<file path="src/sv/gic_pkg.sv">
package gic_pkg;

    localparam int unsigned BUTTONS_W   = 32;
    localparam int unsigned STICK_W     = 8;
    localparam int unsigned ELAPSED_W   = 24;
    localparam int unsigned DEADZONE_W  = 7;
    localparam int unsigned DELAY_W     = 24;
    localparam int unsigned RATE_W      = 24;
    localparam int unsigned DZ_SQ_W     = 2 * DEADZONE_W;
    localparam int unsigned NUM_DIRS    = 4;

    localparam int unsigned S_TDATA_W   = 104;
    localparam int unsigned M_TDATA_W   = 120;

    localparam int unsigned CFG_ADDR_W  = 2;
    localparam int unsigned CFG_DATA_W  = 24;

    localparam int unsigned TIMER_BITS_DEF = 24;

    localparam logic [CFG_ADDR_W-1:0] REG_DEADZONE     = 2'd0;
    localparam logic [CFG_ADDR_W-1:0] REG_REPEAT_DELAY = 2'd1;
    localparam logic [CFG_ADDR_W-1:0] REG_REPEAT_RATE  = 2'd2;

    localparam logic [DEADZONE_W-1:0] DEADZONE_RST     = 7'd48;
    localparam logic [DELAY_W-1:0]    REPEAT_DELAY_RST = 24'd400000;
    localparam logic [RATE_W-1:0]     REPEAT_RATE_RST  = 24'd100000;
    localparam logic [DZ_SQ_W-1:0]    DZ_SQ_RST        = 14'd2304;

    // d-pad bit positions in the button mask
    localparam int unsigned DIR_UP_BIT    = 4;
    localparam int unsigned DIR_RIGHT_BIT = 5;
    localparam int unsigned DIR_DOWN_BIT  = 6;
    localparam int unsigned DIR_LEFT_BIT  = 7;

    // repeat lane order: up, down, left, right
    localparam int unsigned DIR_LANE_POS [NUM_DIRS] = '{
        DIR_UP_BIT, DIR_DOWN_BIT, DIR_LEFT_BIT, DIR_RIGHT_BIT
    };

endpackage

</file>
<file path="src/sv/gamepad_input_conditioner_core.sv">
// Gamepad input conditioner: stick folding into d-pad bits, radial deadzone,
// press/release edges and per-direction auto-repeat.
// Input channel s_*: one poll item per handshake (tvalid & tready).
// Result channel m_*: one result item per poll item, in order.
// Configuration: cfg_wr_en/cfg_addr/cfg_wdata, 0 deadzone, 1 repeat delay,
// 2 repeat rate; other indexes are ignored. Write only while the block is idle.
// Path: an accepted item goes via the input register to the result register.
// Throughput: one item per cycle unless m_* stalls; the input register feeds
// one combinational stage (two 8x8 squares and a compare, four timer
// add/saturate/subtract lanes) into the result register; the carried state
// (previous mask and timers) updates at the same edge as the result register.
// Reset (aresetn low, synchronous): registers return to their defaults, the
// previous mask and all timers clear, both valid flags drop.
// When the receiver stalls, the result is held, the input register keeps one
// more item, and s_tready drops until the result is taken.
module gamepad_input_conditioner_core #(
    parameter int unsigned TIMER_BITS = gic_pkg::TIMER_BITS_DEF
) (
    input  logic                                aclk,
    input  logic                                aresetn,
    input  logic                                s_tvalid,
    output logic                                s_tready,
    // buttons, sim_buttons, stick_x, stick_y, elapsed_us
    input  logic [gic_pkg::S_TDATA_W-1:0]       s_tdata,
    output logic                                m_tvalid,
    input  logic                                m_tready,
    // held_mask, pressed_mask, released_mask, repeat_dirs, axis_x, axis_y, pad
    output logic [gic_pkg::M_TDATA_W-1:0]       m_tdata,
    input  logic                                cfg_wr_en,
    input  logic [gic_pkg::CFG_ADDR_W-1:0]      cfg_addr,
    input  logic [gic_pkg::CFG_DATA_W-1:0]      cfg_wdata
);
    import gic_pkg::*;

    localparam int unsigned SUM_W = ((TIMER_BITS > ELAPSED_W) ? TIMER_BITS : ELAPSED_W) + 1;

    logic [DEADZONE_W-1:0] deadzone_reg;
    logic [DELAY_W-1:0]    delay_reg;
    logic [RATE_W-1:0]     rate_reg;
    logic [DZ_SQ_W-1:0]    dz_sq_reg;

    logic                  in_valid_reg;
    logic [BUTTONS_W-1:0]  in_buttons_reg;
    logic [BUTTONS_W-1:0]  in_sim_reg;
    logic [STICK_W-1:0]    in_stick_x_reg;
    logic [STICK_W-1:0]    in_stick_y_reg;
    logic [ELAPSED_W-1:0]  in_elapsed_reg;

    logic                  m_valid_reg;
    logic [BUTTONS_W-1:0]  held_reg;
    logic [BUTTONS_W-1:0]  pressed_reg;
    logic [BUTTONS_W-1:0]  released_reg;
    logic [NUM_DIRS-1:0]   repeat_reg;
    logic [STICK_W-1:0]    axis_x_reg;
    logic [STICK_W-1:0]    axis_y_reg;

    logic [BUTTONS_W-1:0]  prev_mask_reg;
    logic [TIMER_BITS-1:0] timer_reg [NUM_DIRS];

    logic                  advance;
    logic                  s_fire;

    logic [BUTTONS_W-1:0]  held_next;
    logic [BUTTONS_W-1:0]  pressed_next;
    logic [BUTTONS_W-1:0]  released_next;
    logic [NUM_DIRS-1:0]   repeat_next;
    logic [STICK_W-1:0]    axis_x_next;
    logic [STICK_W-1:0]    axis_y_next;
    logic [TIMER_BITS-1:0] timer_next [NUM_DIRS];

    logic signed [STICK_W-1:0]   ax;
    logic signed [STICK_W-1:0]   ay;
    logic signed [STICK_W:0]     ax9;
    logic signed [STICK_W:0]     ay9;
    logic signed [STICK_W:0]     dz9;
    logic signed [2*STICK_W-1:0] ax_sq;
    logic signed [2*STICK_W-1:0] ay_sq;
    logic [2*STICK_W:0]          mag_sq;
    logic                        in_radial;

    logic [SUM_W-1:0] tsum [NUM_DIRS];
    logic [SUM_W-1:0] tsat [NUM_DIRS];
    logic [SUM_W-1:0] tmax;
    logic [SUM_W-1:0] delay_ext;
    logic [SUM_W-1:0] rate_ext;

    assign advance  = in_valid_reg && (!m_valid_reg || m_tready);
    assign s_tready = !in_valid_reg || advance;
    assign s_fire   = s_tvalid && s_tready;

    // configuration registers
    always_ff @(posedge aclk) begin
        if (!aresetn) begin
            deadzone_reg <= DEADZONE_RST;
            delay_reg    <= REPEAT_DELAY_RST;
            rate_reg     <= REPEAT_RATE_RST;
            dz_sq_reg    <= DZ_SQ_RST;
        end else if (cfg_wr_en) begin
            case (cfg_addr)
                REG_DEADZONE: begin
                    deadzone_reg <= cfg_wdata[DEADZONE_W-1:0];
                    dz_sq_reg    <= DZ_SQ_W'(cfg_wdata[DEADZONE_W-1:0])
                                  * DZ_SQ_W'(cfg_wdata[DEADZONE_W-1:0]);
                end
                REG_REPEAT_DELAY: delay_reg <= cfg_wdata[DELAY_W-1:0];
                REG_REPEAT_RATE:  rate_reg  <= cfg_wdata[RATE_W-1:0];
                default: ;
            endcase
        end
    end

    // input register
    always_ff @(posedge aclk) begin
        if (!aresetn) begin
            in_valid_reg <= 1'b0;
        end else if (s_tready) begin
            in_valid_reg <= s_tvalid;
        end
    end

    always_ff @(posedge aclk) begin
        if (s_fire) begin
            in_buttons_reg <= s_tdata[31:0];
            in_sim_reg     <= s_tdata[63:32];
            in_stick_x_reg <= s_tdata[71:64];
            in_stick_y_reg <= s_tdata[79:72];
            in_elapsed_reg <= s_tdata[103:80];
        end
    end

    // stick centering, folding and radial deadzone
    always_comb begin
        ax  = signed'({~in_stick_x_reg[STICK_W-1], in_stick_x_reg[STICK_W-2:0]});
        ay  = signed'({~in_stick_y_reg[STICK_W-1], in_stick_y_reg[STICK_W-2:0]});
        ax9 = (STICK_W+1)'(ax);
        ay9 = (STICK_W+1)'(ay);
        dz9 = signed'({2'b00, deadzone_reg});

        held_next = in_buttons_reg | in_sim_reg;
        if (ax9 < -dz9) held_next[DIR_LEFT_BIT]  = 1'b1;
        if (ax9 > dz9)  held_next[DIR_RIGHT_BIT] = 1'b1;
        if (ay9 < -dz9) held_next[DIR_UP_BIT]    = 1'b1;
        if (ay9 > dz9)  held_next[DIR_DOWN_BIT]  = 1'b1;

        ax_sq     = ax * ax;
        ay_sq     = ay * ay;
        mag_sq    = (2*STICK_W+1)'(unsigned'(ax_sq)) + (2*STICK_W+1)'(unsigned'(ay_sq));
        in_radial = mag_sq < (2*STICK_W+1)'(dz_sq_reg);

        axis_x_next = in_radial ? '0 : unsigned'(ax);
        axis_y_next = in_radial ? '0 : unsigned'(ay);

        pressed_next  = held_next & ~prev_mask_reg;
        released_next = prev_mask_reg & ~held_next;
    end

    // auto-repeat timer lanes
    always_comb begin
        tmax      = SUM_W'({TIMER_BITS{1'b1}});
        delay_ext = SUM_W'(delay_reg);
        rate_ext  = SUM_W'(rate_reg);
        for (int i = 0; i < NUM_DIRS; i++) begin
            tsum[i]        = SUM_W'(timer_reg[i]) + SUM_W'(in_elapsed_reg);
            tsat[i]        = (tsum[i] > tmax) ? tmax : tsum[i];
            repeat_next[i] = 1'b0;
            timer_next[i]  = '0;
            if (held_next[DIR_LANE_POS[i]]) begin
                timer_next[i] = tsat[i][TIMER_BITS-1:0];
                if (tsat[i] >= delay_ext) begin
                    repeat_next[i] = 1'b1;
                    timer_next[i]  = (tsat[i] > rate_ext)
                                   ? TIMER_BITS'(tsat[i] - rate_ext) : '0;
                end
            end
        end
    end

    // carried state
    always_ff @(posedge aclk) begin
        if (!aresetn) begin
            prev_mask_reg <= '0;
            for (int i = 0; i < NUM_DIRS; i++) begin
                timer_reg[i] <= '0;
            end
        end else if (advance) begin
            prev_mask_reg <= held_next;
            for (int i = 0; i < NUM_DIRS; i++) begin
                timer_reg[i] <= timer_next[i];
            end
        end
    end

    // result register
    always_ff @(posedge aclk) begin
        if (!aresetn) begin
            m_valid_reg <= 1'b0;
        end else if (!m_valid_reg || m_tready) begin
            m_valid_reg <= in_valid_reg;
        end
    end

    always_ff @(posedge aclk) begin
        if (advance) begin
            held_reg     <= held_next;
            pressed_reg  <= pressed_next;
            released_reg <= released_next;
            repeat_reg   <= repeat_next;
            axis_x_reg   <= axis_x_next;
            axis_y_reg   <= axis_y_next;
        end
    end

    assign m_tvalid = m_valid_reg;
    assign m_tdata  = {4'b0000, axis_y_reg, axis_x_reg, repeat_reg,
                       released_reg, pressed_reg, held_reg};

    // a repeat only fires on a held direction
    a_repeat_held: assert property (@(posedge aclk) disable iff (!aresetn)
        m_valid_reg |-> ((repeat_reg[0] == 1'b0 || held_reg[DIR_UP_BIT])
                      && (repeat_reg[1] == 1'b0 || held_reg[DIR_DOWN_BIT])
                      && (repeat_reg[2] == 1'b0 || held_reg[DIR_LEFT_BIT])
                      && (repeat_reg[3] == 1'b0 || held_reg[DIR_RIGHT_BIT])))
        else $error("repeat on a direction that is not held");

    // edges agree with the held mask
    a_edges: assert property (@(posedge aclk) disable iff (!aresetn)
        m_valid_reg |-> ((pressed_reg & ~held_reg) == '0 && (released_reg & held_reg) == '0))
        else $error("press or release edge inconsistent with held mask");

    // carried state moves only with an item
    a_state_hold: assert property (@(posedge aclk) disable iff (!aresetn)
        !advance |=> $stable(prev_mask_reg))
        else $error("previous mask changed without an item");

    // a new result only appears when the input register held an item
    a_result_src: assert property (@(posedge aclk) disable iff (!aresetn)
        (!m_valid_reg && !in_valid_reg) |=> !m_valid_reg)
        else $error("result appeared without an item");

endmodule
</file>
<file path="config.mk">
export PLATFORM = sky130hd
export DESIGN_NAME = gamepad_input_conditioner_core
export DESIGN_NICKNAME = d
export VERILOG_FILES = /design/src/sv/gic_pkg.sv /design/src/sv/gamepad_input_conditioner_core.sv
export SDC_FILE = /design/constraint.sdc
export NUM_CORES = 2
export LEC_CHECK = 0
export ABC_CLOCK_PERIOD_IN_PS = 6400
export BUFFER_PORTS_ARGS = -buffer_cell sky130_fd_sc_hd__buf_2
export CAP_MARGIN = 20
export CORE_MARGIN = 2
export CORE_UTILIZATION = 55
export DETAILED_ROUTE_END_ITERATION = 8
export PLACE_DENSITY_LB_ADDON = 0.3
export REMOVE_ABC_BUFFERS = 1
export SLEW_MARGIN = 20
export SYNTH_ARGS = -nofsm -noshare
export SYNTH_HDL_FRONTEND = slang
export SYNTH_SLANG_ARGS = --single-unit
</file>
<file path="constraint.sdc">
create_clock -name aclk -period 6.4 [get_ports aclk]
set_clock_uncertainty 0.1 [all_clocks]
set_input_delay 0.64 -clock aclk [delete_from_list [all_inputs] [get_ports aclk]]
set_output_delay 0.64 -clock aclk [all_outputs]
set_load 0.005 [all_outputs]
</file>
# After elaboration in Yosys (flattened, before gate mapping)
# Memory sizes are Yosys's and may differ from the RTL's.
# Cells that the tools add are included.
[word_totals]
output_inout_bits = 122
memories = 1
romBits = 0
word_cells = 107
inputBits = 135
ram_bits = 96
latchBits = 0
regBits = 323
[memory_table]
columns = ["memory", "words", "word_bits", "rd", "rd_clocked_by_memory_dff", "write_ports", "line", "rtl"]
rows = [
  ["timer_reg", 4, 24, 4, 0, 4, "gamepad_input_conditioner_core.sv:58", "logic [TIMER_BITS-1:0] timer_reg [NUM_DIRS];"],
]
[op_classes]
multipliers = 3
bitwise = 11
n_reduce_logical = 10
n_mux = 32
magnitude_cmp = 17
eq_ne = 2
shift = 0
addsub = 10
div_mod_pow = 0
[ops]
columns = ["operator", "n"]
rows = [
  ["24-bit 2-to-1 mux", 16],
  ["24-bit by 24-bit adder with 25-bit output", 4],
  ["25-bit by 24-bit >= comparator with 1-bit output", 4],
  ["25-bit by 24-bit greater-than comparator with 1-bit output", 4],
  ["25-bit by 24-bit greater-than comparator with 1-bit output, second input constant", 4],
  ["25-bit 2-to-1 mux", 4],
  ["24-bit subtractor", 4],
  ["32-bit AND", 2],
  ["32-bit NOT", 2],
  ["8-bit by 8-bit multiplier with 16-bit output", 2],
  ["32-bit bitwise OR", 1],
  ["8-bit by 9-bit less-than comparator with 1-bit output", 2],
  ["16-bit by 16-bit adder with 17-bit output", 1],
  ["17-bit by 14-bit less-than comparator with 1-bit output", 1],
  ["8-bit greater-than comparator", 2],
  ["7-bit by 7-bit multiplier with 14-bit output", 1],
  ["1-bit 2-to-1 mux", 12],
  ["7-bit negation with 9-bit output", 1],
  ["2-bit AND reduction", 3],
  ["1-bit bitwise OR", 4],
  ["2-bit by 1-bit equality test with 1-bit output, second input constant", 1],
  ["2-bit equality test, second input constant", 1],
  ["1-bit logical AND", 2],
  ["1-bit logical NOT", 2],
  ["other kinds (3)", 5],
]

# Logic depth before layout (Yosys ltp)
# An unclocked memory read counts as a cell.
[logic_depth]
depth_word = 9
depth_mapped = 35
ltp_nobuf = 34

# Worst setup path before layout
# No wires, ideal clock.
[synth_timing]
path_type = "reg-to-reg"
from = "register in_stick_y_reg[7]"
to = "register axis_y_reg[7], data pin"
path_buffers = 2
t_arrival_ns = 6.575
required_time_ns = 6.035
period_less_slack_ns = 6.940
setup_time_ns = 0.265
setup_slack_ns = -0.540
stages_incl_launch_ff = 31
path_cell_list = "edfxtp_1 > clkbuf_1 > or2_2 > fa_1 > inv_1 > fa_1 > fa_1 > inv_1 > fa_1 > inv_1 > ha_1 > nor2b_1 > nor2_1 > nor2_1 > nor2_1 > xnor2_1 > ha_1 > nand2_1 > o311a_1 > nand2b_1 > a21oi_1 > xnor2_1 > ha_1 > and3_1 > nand3_1 > o22ai_1 > a2111oi_0 > o311ai_0 > a211oi_2 > buf_2 > nor2_1"
[synth_between]
elab_chain_len = 4
[synth_rtl]
columns = ["item", "line", "rtl"]
rows = [
  ["start: declaration", "gamepad_input_conditioner_core.sv:46", "logic [STICK_W-1:0] in_stick_y_reg;"],
  ["start signal: assignment", "gamepad_input_conditioner_core.sv:126", "in_stick_y_reg <= s_tdata[79:72];"],
  ["1-bit NOT (*)", "gamepad_input_conditioner_core.sv:134", "ay = signed'({~in_stick_y_reg[STICK_W-1], in_stick_y_reg[STICK_W-2:0]});"],
  ["8-bit by 8-bit multiplier with 16-bit output", "gamepad_input_conditioner_core.sv:146", "ay_sq = ay * ay;"],
  ["16-bit by 16-bit adder with 17-bit output", "gamepad_input_conditioner_core.sv:147", "mag_sq = (2*STICK_W+1)'(unsigned'(ax_sq)) + (2*STICK_W+1)'(unsigned'(ay_sq));"],
  ["17-bit by 14-bit less-than comparator with 1-bit output", "gamepad_input_conditioner_core.sv:148", "in_radial = mag_sq < (2*STICK_W+1)'(dz_sq_reg);"],
  ["end signal: assignment", "gamepad_input_conditioner_core.sv:209", "axis_y_reg <= axis_y_next;"],
  ["end: declaration", "gamepad_input_conditioner_core.sv:55", "logic [STICK_W-1:0] axis_y_reg;"],
]
# Every way passes the cells marked *; elsewhere a longest branch is shown, timed or not.
# A chain may end at the register's enable or synchronous reset.

# Final worst setup path
[layout_timing]
from = "register in_stick_x_reg[3]"
to = "register axis_y_reg[1], data pin"
[layout_between]
elab_chain_len = 3
[layout_rtl]
columns = ["item", "line", "rtl"]
rows = [
  ["start: declaration", "gamepad_input_conditioner_core.sv:45", "logic [STICK_W-1:0] in_stick_x_reg;"],
  ["start signal: assignment", "gamepad_input_conditioner_core.sv:125", "in_stick_x_reg <= s_tdata[71:64];"],
  ["8-bit by 8-bit multiplier with 16-bit output", "gamepad_input_conditioner_core.sv:145", "ax_sq = ax * ax;"],
  ["16-bit by 16-bit adder with 17-bit output", "gamepad_input_conditioner_core.sv:147", ""],
  ["17-bit by 14-bit less-than comparator with 1-bit output", "gamepad_input_conditioner_core.sv:148", ""],
]
# Every way passes these cells.

==> impl_results.rst <==
.. list-table::
   :header-rows: 1

   * - Metric
     - Value
   * - Run status
     - complete, but fails checks
   * - Violated checks
     - negative setup slack
   * - First drt pass iteration count
     - 5
   * - Clock tree from TritonCTS
     - built
   * - CTS H-tree lvls
     - 2
   * - Routed vias/inst
     - 5.82
   * - Relative slew slack
     - 30.8%
   * - CTS Buffer Depth
     - 3
   * - Yosys reg bits
     - 417
   * - Flop-to-flop setup slack
     - -380 ps
   * - Number of remaining DRC errors
     - 0
   * - Sequential cell area fraction in the yosys report
     - 34.3%
   * - Post-place setup slack
     - -620 ps
   * - Clock slew at the register clock pins of the worst setup and hold paths
     - roughly 60 ps
   * - Hold bufs inserted after CTS
     - 0
   * - Origin of the worst min-delay path
     - s_tdata[81]
   * - Final count of negative-setup-slack endpoints
     - 16
   * - Max Clk Rate
     - 148 MHz
   * - Tightest Hold Check Type
     - in -> reg
   * - Count of final max-slew check failures
     - 0
   * - DRC marker count from the first detailed-route iteration
     - approximately 1800
   * - CP Max Fanout
     - 8
   * - Total gr overflow
     - 0
   * - Share of cells above drive strength 1
     - roughly 18%
   * - Post-synth cell types
     - 94
   * - Number of antenna violations at the first check in global routing
     - 7
   * - Floorplan row count
     - 90
   * - Category of the worst setup path capture point
     - flip-flop
   * - Final Hold Slack
     - 93.5 ps
   * - Global-route wire length before repair
     - 143 mm
   * - Terminus of the critical flop-to-flop path
     - axis_y_reg[1]
   * - Commonest cells after routing, fill and taps aside
     - sky130_fd_sc_hd__ha_1 (402), sky130_fd_sc_hd__edfxtp_1 (316), sky130_fd_sc_hd__inv_1 (314), sky130_fd_sc_hd__nand2_1 (314), sky130_fd_sc_hd__buf_2 (251)
   * - Port Buffers
     - 252
   * - Synthesis-to-finish area growth
     - 17.4%
   * - Endpoint arrival time on the critical path
     - 7040 ps
   * - Type of the worst setup path
     - reg -> reg
   * - XOR/XNOR share of the synthesized area
     - 5.24%
   * - Flip-flop count of the largest register, all copies and words added
     - 96
   * - Nets@finish
     - between 4000 and 5000
   * - Total of warnings raised by yosys
     - 0
   * - Total CTS buffers
     - 47
   * - Crit-path max cell delay
     - 520 ps
   * - Post-DRT Antenna Nets
     - 0
   * - Final routed wire length divided by cell count
     - 19.5 um
   * - Power Dens Cells
     - 468 nW/um^2
   * - Post-layout min period
     - 6780 ps
   * - Data required time of the critical path
     - around 6700 ps
   * - Clk Latency, worst-skew pair
     - 620 ps
   * - Sort of element at the start of the critical path
     - flip-flop
   * - Transition time at the pin with the least slew margin
     - between 1000 and 1500 ps
   * - Reg2Reg Depth
     - 30
   * - Number of hold-slack violations in the final timing report
     - 0
   * - I/O pin count
     - ~260
   * - Placer's final routability congestion estimate
     - 0.991
   * - Post-synthesis compound-gate area fraction
     - 18.5%
   * - Commonest non-fill, non-tap cell in the layout
     - sky130_fd_sc_hd__ha_1
   * - Family of cells with the greatest summed delay on the critical path
     - adder cells
   * - Average cell area after synthesis
     - ~9.7 sq um
   * - Total number of vias
     - 27562
   * - Max_cap viols
     - 0
   * - Clock tree sinks
     - roughly 420
   * - HPWL Detailed
     - 72.2 mm
   * - Horizontal die dimension
     - 251 um
   * - Adder and majority gate portion of the synthesized area
     - about 22%
   * - Post-route setup slack
     - -376 ps
   * - Pin count of the biggest net entering global routing
     - 101
   * - Cell mode on critical path
     - sky130_fd_sc_hd__ha_1
   * - Worst Path Buf+Inv
     - 6
   * - Count of cells along the worst hold path
     - 1
   * - Setup repair after global routing missed its margin
     - yes
   * - DRT Wirelength
     - 92.6 mm
   * - Crit Reg-Reg Startpoint
     - in_stick_x_reg[3]
   * - GRT Resource Usage Total
     - 28.8%
   * - Basic-gate share of the synthesized area counting and, or, nand and nor cells
     - 14.7%
   * - Hold-critical path endpoint
     - in_elapsed_reg[1]
   * - Slowest cell on the critical path
     - sky130_fd_sc_hd__fa_1
   * - Most common flop cell mapped by yosys
     - sky130_fd_sc_hd__edfxtp_1
   * - Synthesized cell area
     - 33600 sq um
   * - VDD IR-drop max
     - between 0.9 and 1 mV
   * - Vertical die dimension
     - 251 um
   * - Pwr Total
     - 18.5 mW
   * - Cell leakage power
     - 17.4 nW
   * - Combinational family with the most area after synthesis
     - adder cells
   * - Fraction of synthesized area in multiplexers
     - 0.130%
   * - Async set or reset register ratio after synthesis
     - 0%
   * - Initial Utilization
     - 55.6%
   * - Share of the cycle needed by the critical path after routing
     - 106%
   * - Total die area
     - approximately 63000 sq um
   * - Synthesized instance count
     - ~3500
   * - Count of flip-flops with a built-in enable after synthesis
     - between 300 and 400
   * - Area of the core region
     - 60400 sq um
   * - Root Buffer
     - sky130_fd_sc_hd__clkbuf_16
   * - Number of global-route vias before repair
     - between 20000 and 30000
==> metal layers <==
layer / GRT usage [%] / part of all wire, % / vias up
met2: 50.7 / 50 / 744
met4: 14.4 / 5.2 / 8
li1: - / - / 13387
met1: 34.9 / 40 / 13203
met5: 0 / 0.058 / -
met3: 3.17 / 4.8 / 220
==> cells by family after synthesis <==
| family | after synthesis |
|---|---|
| XOR/XNOR | 201 |
| AND/OR/NAND/NOR | 1023 |
| flip-flops | 417 |
| multiplexers | 4 |
| buffers and inverters | 417 |
| AO/OA/AOI/OAI | 884 |
| other | 1 |
| adder cells (fa/ha/maj) | 532 |
==> worst max path at each step <==
stage,start,endpoint,slack [ps],cells past startpoint
after floorplan,in_stick_y_reg[7],axis_x_reg[1],-530,28
after global placement,in_stick_y_reg[2],axis_y_reg[1],-470,29
after detailed placement,in_stick_y_reg[1],axis_y_reg[2],-620,34
after CTS,in_stick_y_reg[1],axis_x_reg[5],-420,36
after global routing,in_stick_x_reg[3],axis_x_reg[1],-670,35
final,in_stick_x_reg[3],axis_y_reg[1],-380,30
==> synth_stat cells (9+ instances only) <==
library cell	n	area, sq um
sky130_fd_sc_hd__ha_1	420	5260
sky130_fd_sc_hd__inv_1	330	1240
sky130_fd_sc_hd__nand2_1	318	1190
sky130_fd_sc_hd__edfxtp_1	316	9490
sky130_fd_sc_hd__nor2_1	237	890
sky130_fd_sc_hd__a21oi_1	191	956
sky130_fd_sc_hd__xnor2_1	140	1230
sky130_fd_sc_hd__o21ai_0	130	651
sky130_fd_sc_hd__fa_1	112	2240
sky130_fd_sc_hd__dfxtp_1	101	2020
sky130_fd_sc_hd__a21o_1	93	698
sky130_fd_sc_hd__and2_1	80	500
sky130_fd_sc_hd__nor3_1	69	345
sky130_fd_sc_hd__clkbuf_1	68	255
sky130_fd_sc_hd__o2bb2ai_1	68	596
sky130_fd_sc_hd__nand3_1	62	310
sky130_fd_sc_hd__xor2_1	61	534
sky130_fd_sc_hd__nor2b_1	60	375
sky130_fd_sc_hd__a21boi_0	51	383
sky130_fd_sc_hd__o21a_1	48	360
sky130_fd_sc_hd__nand2b_1	44	275
sky130_fd_sc_hd__o21bai_1	37	278
sky130_fd_sc_hd__o211ai_1	34	255
sky130_fd_sc_hd__nand4_1	32	200
sky130_fd_sc_hd__o211a_1	32	320
sky130_fd_sc_hd__a211oi_1	25	188
sky130_fd_sc_hd__a31oi_1	21	131
sky130_fd_sc_hd__and3_1	21	131
sky130_fd_sc_hd__or2_2	21	131
sky130_fd_sc_hd__or3_1	20	125
sky130_fd_sc_hd__o21ai_1	16	80.1
sky130_fd_sc_hd__a22o_1	15	131
sky130_fd_sc_hd__nor4_1	15	93.8
sky130_fd_sc_hd__a211o_1	11	96.3
sky130_fd_sc_hd__o22ai_1	11	68.8
sky130_fd_sc_hd__a2111oi_0	9	78.8
sky130_fd_sc_hd__buf_2	9	45.0
sky130_fd_sc_hd__nand3b_1	9	67.6
==> where the power goes <==
part           internal [mW]  switching (mW)
registers               3.25           0.110
logic                   5.82            6.51
clock network           1.59            1.18
total                   10.7            7.81
==> area by class of cell <==
class,count,area (sq um)
repair buffers,468,3010
fillers,4785,20900
well taps,782,978
clock buffers,66,1320
clock inverters,22,260
inverters,332,1250
multi-input cells,2648,21100
flip-flops and latches,417,11500
diodes,4,10.0
==> stage by stage <==
| step | TNS (ps) | instances | utilization (%) | instance area, sq um |
|---|---|---|---|---|
| finish | -5720 | 4739 | 65.3 | 39400 |
| global route | -10530 | 4738 | 65.3 | 39400 |
| CTS | -6530 | 4724 | 64.5 | 38900 |
| detailed placement | -9710 | 4625 | 61.3 | 37000 |
| global placement | -7470 | 4625 | 61.3 | 37000 |
| floorplan | -8310 | 3397 | - | 33200 |
==> timing repair <==
item / CTS / global route
hold endpoints to repair: 0 / 0
gates resized for setup: 48 / 92
setup buffers: 10 / 13
endpoints found under the setup margin: 16 / 65
pin swaps: 15 / 48
cloned: 1 / 0
(Power assumes the default switching activity.)
